**config.mk**
```make
export PLATFORM = sky130hd
export DESIGN_NAME = ufe_ctrl
export DESIGN_NICKNAME = d
export VERILOG_FILES = /design/src/design/ufe_pkg.sv /design/src/design/ufe_ctrl.sv
export SDC_FILE = /design/constraint.sdc
export NUM_CORES = 1
export LEC_CHECK = 0
export BUFFER_PORTS_ARGS = -buffer_cell sky130_fd_sc_hd__buf_2
export CAP_MARGIN = 20
export CORE_UTILIZATION = 50
export CTS_BUF_LIST = sky130_fd_sc_hd__clkbuf_8 sky130_fd_sc_hd__clkbuf_16
export DETAILED_ROUTE_END_ITERATION = 16
export PLACE_DENSITY = 0.8
export SLEW_MARGIN = 20
export SYNTH_ARGS = -nofsm -noshare
export SYNTH_HDL_FRONTEND = slang
export SYNTH_SLANG_ARGS = --single-unit
```
**constraint.sdc**
```tcl
create_clock -name clk -period 2.3 [get_ports clk]
set_input_delay 0.46 -clock clk [delete_from_list [all_inputs] [get_ports clk]]
set_output_delay 0.46 -clock clk [all_outputs]
set_load 0.01 [all_outputs]
```
**src/design/ufe_pkg.sv**
```systemverilog
package ufe_pkg;

  localparam int NODE_W  = 10;
  localparam int COUNT_W = 11;
  localparam int RANK_W  = 4;
  localparam int MODE_W  = 2;
  localparam int KIND_W  = 2;

  localparam int MAX_NODES_DEF = 1024;

  localparam logic [COUNT_W-1:0] COUNT_RESET = 11'd1024;
  localparam logic [RANK_W-1:0]  RANK_RESET  = 4'd1;
  localparam logic [RANK_W-1:0]  RANK_MAX    = 4'd15;

  // Operation codes carried in the input beat.
  localparam logic [MODE_W-1:0] MODE_CLEAR = 2'd0;
  localparam logic [MODE_W-1:0] MODE_FIND  = 2'd1;
  localparam logic [MODE_W-1:0] MODE_UNION = 2'd2;

  // What the result beat reports.
  localparam logic [KIND_W-1:0] KIND_ZERO  = 2'd0;
  localparam logic [KIND_W-1:0] KIND_BAD   = 2'd1;
  localparam logic [KIND_W-1:0] KIND_FIND  = 2'd2;
  localparam logic [KIND_W-1:0] KIND_UNION = 2'd3;

  typedef struct packed {
    logic              capture;
    logic              sweep;
    logic              walk_start;
    logic              walk_up;
    logic              root_found;
    logic              compress;
    logic              link;
    logic              bump;
    logic              post;
    logic              sel_b;
    logic [KIND_W-1:0] kind;
  } ufe_cmd_t;

  typedef struct packed {
    logic in_bad;
    logic at_root;
    logic comp_done;
    logic same_root;
    logic rank_tie;
    logic sweep_last;
    logic out_free;
  } ufe_stat_t;

endpackage

```
**src/design/ufe_ctrl.sv**
```systemverilog
module ufe_ctrl (
  input  logic                       clk,
  input  logic                       rst_n,
  input  logic                       in_valid,
  input  logic [ufe_pkg::MODE_W-1:0] in_mode,
  output logic                       in_ready,
  input  ufe_pkg::ufe_stat_t         stat,
  output ufe_pkg::ufe_cmd_t          cmd
);

  localparam logic [3:0] S_INIT  = 4'd0;
  localparam logic [3:0] S_IDLE  = 4'd1;
  localparam logic [3:0] S_CLEAR = 4'd2;
  localparam logic [3:0] S_START = 4'd3;
  localparam logic [3:0] S_WALK  = 4'd4;
  localparam logic [3:0] S_COMP  = 4'd5;
  localparam logic [3:0] S_LINK  = 4'd6;
  localparam logic [3:0] S_BUMP  = 4'd7;
  localparam logic [3:0] S_POST  = 4'd8;

  logic [3:0]                 state_r, state_nxt;
  logic                       phase_b_r, phase_b_nxt;
  logic [ufe_pkg::KIND_W-1:0] kind_r, kind_nxt;

  always_comb begin
    state_nxt   = state_r;
    phase_b_nxt = phase_b_r;
    kind_nxt    = kind_r;
    in_ready    = 1'b0;
    cmd         = '0;
    cmd.sel_b   = phase_b_r;
    cmd.kind    = kind_r;
    case (state_r)
      S_INIT: begin
        cmd.sweep = 1'b1;
        if (stat.sweep_last) begin
          state_nxt = S_IDLE;
        end
      end
      S_IDLE: begin
        in_ready = 1'b1;
        if (in_valid) begin
          cmd.capture = 1'b1;
          phase_b_nxt = 1'b0;
          case (in_mode)
            ufe_pkg::MODE_CLEAR: begin
              kind_nxt  = ufe_pkg::KIND_ZERO;
              state_nxt = S_CLEAR;
            end
            ufe_pkg::MODE_FIND, ufe_pkg::MODE_UNION: begin
              if (stat.in_bad) begin
                kind_nxt  = ufe_pkg::KIND_BAD;
                state_nxt = S_POST;
              end else begin
                kind_nxt  = (in_mode == ufe_pkg::MODE_FIND) ? ufe_pkg::KIND_FIND
                                                            : ufe_pkg::KIND_UNION;
                state_nxt = S_START;
              end
            end
            default: begin
              kind_nxt  = ufe_pkg::KIND_ZERO;
              state_nxt = S_POST;
            end
          endcase
        end
      end
      S_CLEAR: begin
        cmd.sweep = 1'b1;
        if (stat.sweep_last) begin
          state_nxt = S_POST;
        end
      end
      S_START: begin
        cmd.walk_start = 1'b1;
        state_nxt      = S_WALK;
      end
      S_WALK: begin
        if (stat.at_root) begin
          cmd.root_found = 1'b1;
          state_nxt      = S_COMP;
        end else begin
          cmd.walk_up = 1'b1;
        end
      end
      S_COMP: begin
        if (!stat.comp_done) begin
          cmd.compress = 1'b1;
        end else if (kind_r == ufe_pkg::KIND_FIND) begin
          state_nxt = S_POST;
        end else if (!phase_b_r) begin
          phase_b_nxt = 1'b1;
          state_nxt   = S_START;
        end else if (stat.same_root) begin
          state_nxt = S_POST;
        end else begin
          state_nxt = S_LINK;
        end
      end
      S_LINK: begin
        cmd.link  = 1'b1;
        state_nxt = stat.rank_tie ? S_BUMP : S_POST;
      end
      S_BUMP: begin
        cmd.bump  = 1'b1;
        state_nxt = S_POST;
      end
      S_POST: begin
        if (stat.out_free) begin
          cmd.post  = 1'b1;
          state_nxt = S_IDLE;
        end
      end
      default: begin
        state_nxt = S_IDLE;
      end
    endcase
  end

  always_ff @(posedge clk) begin
    if (!rst_n) begin
      state_r   <= S_INIT;
      phase_b_r <= 1'b0;
      kind_r    <= ufe_pkg::KIND_ZERO;
    end else begin
      state_r   <= state_nxt;
      phase_b_r <= phase_b_nxt;
      kind_r    <= kind_nxt;
    end
  end

endmodule

```
==> reports/results.txt, run 1 <==
DR vias - 703
Clock Sinks - 7
DP HPWL - 1200 µm
Most frequent cells in the layout - buf_2 (24), nor2_1 (12), nand2_1 (8)
Total track usage - 23.6%
Worst r2r path cells - 5
Initial drt markers - 21
Status - complete, no violations
Most common cell after layout, fill and taps aside - buf_2
Layout Nets - 130
Largest net degree at the start of global routing - 24
Post-synthesis register bit count - 7
Yosys top cell area share - 20.9%
H-tree depth - 1
Worst Path Buf+Inv - 1
Worst Setup Path Type - flip-flop to primary output
Row count - 12
Post-synth EDFFs - 0
Final setup violation count - 0
Top FF cell, synth - dfxtp_1
Clk buf depth - 2
Max-cap violations - 0
Ant diodes - 0
Max Slew Vio Count - 0
Tot Pwr - 845 µW
CTS Buf Count - 3
GPL Wtd Cong - 0.868
DR vias/cell - 5.54
Worst setup EP type - primary output
RSZ-0062 raised after global routing - false
Initial Util - 57.3%
Post-CTS sizing - 0
Slew of the pin with the lowest slew margin - 0.667 ns
Worst path cell trace - and2b_1 > and3_1 > buf_2
Critical path's top delay family - flip-flops
Clock Pin Slew Worst Setup and Hold Paths - 0.04 ns
HP Start - kind_r[1]
Hold buffers post-CTS - 0
DR WL/cell - 12.2 µm
Layout Area Growth over Synthesis - 22.9%
Register area share after synthesis - 20.9%
Leakage power - 0.000430 µW
Final hold vios - 0
Final min period - 1.96 ns
Synth cell types - 32
Die width - 38.6 µm
Mapped Cells - 89
Clock skew - 0.00434 ns
YS warnings - 0
Gr ovfl total - 0
DRT Pass-1 Iters - 4
Die area - 1490 µm²
Post-CTS setup buffers - 0
Critical path's slowest cell - dfxtp_1
Startpoint Class - flip-flop
Worst IR Drop VDD - 0.792 mV
DRC viols - 0
Syn Area/Cell - 7.54 µm²
Area leader, netlist - dfxtp_1
Mapped cell area - 671 µm²
Initial antenna violation count - 0
Reg-to-reg startpoint - state_r[2]
Top post-synthesis cells by area - dfxtp_1 (21%), ha_1 (7.5%), nor2_1 (6.7%), o211a_1 (6.0%), nor3b_1 (5.6%)
Root Buffer - clkbuf_8
Async set-reset flop share out of synthesis - 0%
Max frequency - 509 MHz
CP Data Required Time - 1.84 ns
Final worst-path cycle share - 85.4%
Slew HR - 55.5%
P per Cell Area - 1020 nW/µm²
Layout cell share with drive strength beyond 1 - 28.3%
Antenna-violating nets left - 0
CTS tree - yes
Worst-path maximum fanout - 23
Die Ht - 38.6 µm
Vias in the first global route - 566
Crit path largest cell delay - 0.74 ns
Setup TNS - 0 ns
Port bufs - 24
Global-route wire length before repair - 2370 µm
Syn_nets - 105
Worst Hold Class - flip-flop to flip-flop
R2r setup slk - 0.58 ns
Core footprint - 1170 µm²
Final WL - 1550 µm
Clock latency on the worst-skew pair - 0.23 ns
Hold Path Depth - 2
Critical Path AT - 1.50 ns
Worst r2r dst - state_r[2]
Top-level I/O count - 25
Min-Delay Endpoint - kind_r[1]
Fill count - 99
## flip-flops by register name, summed over array words and instances, names as in the netlist
register / count
kind_r: 2
phase_b_r: 1
state_r: 4
## cells in the mapped netlist (2+ instances only)
master and n:
nor2_1 12, nand2_1 8, dfxtp_1 7, o21ai_0 7, a21oi_1 5, nor3b_1 5, ha_1 4, inv_1 4
nor2b_1 4, o211a_1 4, a21boi_0 2, a31oi_1 2, buf_2 2, buf_6 2, nand2b_1 2, nand3_1 2
nor3_1 2
## final cells by class
cell class	instances	area, µm²	share of cell area (%)
Sequential cell	7	140	17.0
Clock inverter	1	3.75	0.455
Inverter	4	15.0	1.82
Tap cell	14	17.5	2.12
Multi-Input combinational cell	72	472	57.2
Timing Repair Buffer	26	135	16.4
Clock buffer	3	41.3	5.01
## cell families after synthesis
family / share of synthesized area, %
muxes: 1.49
buffers and inverters: 8.77
AOI/OAI and AO/OA: 23.9
DFF: 20.9
and+or+nand+nor: 37.5
adders and majority gates: 7.46
## per-layer routing
layer	wire (µm)	share of wire, %	GRT usage [%]	vias up
met5	0	0	0	-
met1	732	47	30.5	312
met2	703	45	37.9	31
met4	16	1.0	12.9	0
met3	100	6.4	2.31	2
li1	-	-	-	358
## power by group
part           internal (µW)  switching [µW]  total, µW
clock                    115            48.8        164
sequential               162            72.1        234
combinational            213             235        447
total                    489             355        845
## through the flow
step / setup slack (ns) / hold WS [ns] / std cells / utilization, % / area, µm²
CTS: 0.342 / 0.511 / 127 / 70.4 / 825
floorplan: 0.629 / 0.518 / 89 / - / 671
finish: 0.336 / 0.505 / 127 / 70.4 / 825
detailed placement: 0.428 / 0.504 / 123 / 66.6 / 779
global placement: 0.547 / 0.490 / 123 / 66.6 / 779
global route: 0.215 / 0.536 / 127 / 70.4 / 825
## tightest hold or removal path: stages (launching register included)
cell and delay (ns):
dfxtp_1 0.32, o21ai_0 0.07, a21boi_1 0.06
## worst max path at each step
stage	start	endpoint	slack, ns	depth (start not counted)
after floorplan	state_r[1]	cmd[6]	0.63	4
after global placement	in_mode[0]	state_r[1]	0.55	8
after detailed placement	in_mode[0]	state_r[1]	0.43	8
after CTS	state_r[3]	cmd[6]	0.34	3
after global routing	state_r[1]	cmd[6]	0.21	3
final	state_r[2]	cmd[7]	0.34	3
Power figures use the tool's default switching activity.
==> run 2: changes to the inputs <==
- GPL_TIMING_DRIVEN: not set -> 0
- TNS_END_PERCENT: not set -> 10
==> run 2 against run 1 <==
Fmax shrank 4.3%. Global-route usage grew 0.45 points. First-iteration DRC count shrank 43%. Non-clock buffer count grew 4. Sequential cell count is the same. Cell count grew 3.1%. Setup slack lost 0.088 ns. Routed wire length grew 1.5%.
==> reports/results.txt, run 2 (synthesized netlist as in run 1, its figures left out) <==
Hold buffers post-CTS - 0
DP HPWL - 1220 µm
Worst path cell trace - or3b_1 > buf_6 > nor2_1 > buf_2
RSZ-0062 raised after global routing - false
Die Ht - 38.6 µm
Crit path capture - cmd[11]
Post-route cell area - 853 µm²
Worst Path Buf+Inv - 2
Critical path's slowest cell - or3b_1
Crit path largest cell delay - 0.42 ns
Layout Area Growth over Synthesis - 27.2%
Part of the power in combinational logic - 58.6%
Clock share of power - 18.4%
CP Data Required Time - 1.84 ns
CP Launch Point - state_r[3]
Gr ovfl total - 0
Row count - 12
Largest net degree at the start of global routing - 11
Net Switching - 364 µW
Post-CTS setup buffers - 0
GPL Wtd Cong - 0.784
Final worst-path cycle share - 89.2%
Internal power - 519 µW
Slew of the pin with the lowest slew margin - 0.412 ns
Startpoint Class - flip-flop
Setup TNS - 0 ns
Switch share - 41.3%
DR vias/cell - 5.55
Clock Sinks - 7
Critical path's top delay family - simple AND/OR/NAND/NOR gates
Max-cap violations - 0
Top flop regs - state_r (4), kind_r (2), phase_b_r (1)
Worst Hold Class - input port to flip-flop
Post-CTS sizing - 0
Clk buf depth - 2
Top reg by flops - state_r
Worst setup EP type - primary output
Ant diodes - 0
DR vias - 727
Max frequency - 487 MHz
WP depth - 4
Max reg flops - 4
Initial Util - 57.3%
Final hold vios - 0
Leakage power - 0.000447 µW
Most frequent cells in the layout - buf_2 (26), nor2_1 (12), nand2_1 (8)
Status - complete, no violations
Initial drt markers - 12
DRT Pass-1 Iters - 4
Critical Path AT - 1.59 ns
R2r setup slk - 0.68 ns
Max Slew Vio Count - 0
Layout cell share with drive strength beyond 1 - 29.9%
Worst IR Drop VDD - 0.694 mV
Seq pwr share - 23.1%
Die area - 1490 µm²
P per Cell Area - 1030 nW/µm²
Most common cell after layout, fill and taps aside - buf_2
Dpl cell area - 808 µm²
Clock Pin Slew Worst Setup and Hold Paths - 0.04 ns
Final min period - 2.05 ns
Initial antenna violation count - 0
Worst Setup Path Type - flip-flop to primary output
Worst-path maximum fanout - 9
Core footprint - 1170 µm²
Global-route wire length before repair - 2510 µm
Slew HR - 72.5%
Final WL - 1580 µm
DR WL/cell - 12.0 µm
Layout Nets - 134
Top-level I/O count - 25
Worst r2r path cells - 5
Clock skew - 0.00141 ns
Die width - 38.6 µm
H-tree depth - 1
Final setup violation count - 0
Worst r2r dst - state_r[3]
Root Buffer - clkbuf_8
Vias in the first global route - 612
Reg-to-reg startpoint - state_r[2]
CTS Buf Count - 3
Antenna-violating nets left - 0
CTS tree - yes
Total track usage - 24.0%
Clock latency on the worst-skew pair - 0.22 ns
Port bufs - 24
DRC viols - 0
[run 2: worst min path at each step]
stage	from	endpoint	cells after the start
after global routing	rst_n	state_r[1]	2
after detailed placement	kind_r[1]	kind_r[1]	2
after global placement	kind_r[1]	kind_r[1]	2
final	rst_n	state_r[1]	2
after floorplan	kind_r[1]	kind_r[1]	2
after CTS	rst_n	state_r[2]	2
[run 2: per-stage QoR]
step / hold WS (ns) / utilization (%) / total power (µW) / worst slack, ns / std cells
floorplan: 0.518 / - / 580 / 0.629 / 89
global placement: 0.503 / 69.0 / 705 / 0.422 / 127
detailed placement: 0.500 / 69.0 / 716 / 0.385 / 127
CTS: 0.529 / 72.9 / 885 / 0.232 / 131
global route: 0.542 / 72.9 / 949 / 0.107 / 131
finish: 0.533 / 72.9 / 883 / 0.247 / 131
[run 2: final cells by class]
type	count	area (µm²)
Buffer	6	43.8
Clock buffer	3	41.3
Clock inverter	1	3.75
Fill cell	91	318
Inverter	4	15.0
Multi-Input combinational cell	72	472
Sequential cell	7	140
Tap cell	14	17.5
Timing Repair Buffer	24	120
[run 2: layer usage]
metal  up-vias  GRT usage [%]  share of wire, %
met5         -              0                 0
met3         0           3.47               5.5
li1        369              -                 -
met2        35           40.0                46
met1       323           30.4                48
met4         0           10.3                 0
[run 2: power groups by stage]
stage	logic, µW	registers, µW	clock network, µW
finish	517	204	162
global route	570	206	173
CTS	515	201	169
detailed placement	512	204	0
global placement	504	201	0
floorplan	386	194	0
[run 2: worst register-to-register path, delay by kind of cell (launching register included)]
| family | cells | cell delay (ns) |
|---|---|---|
| buffers and inverters | 2 | 0.61 |
| AO/OA/AOI/OAI | 3 | 0.55 |
| flip-flops | 1 | 0.38 |
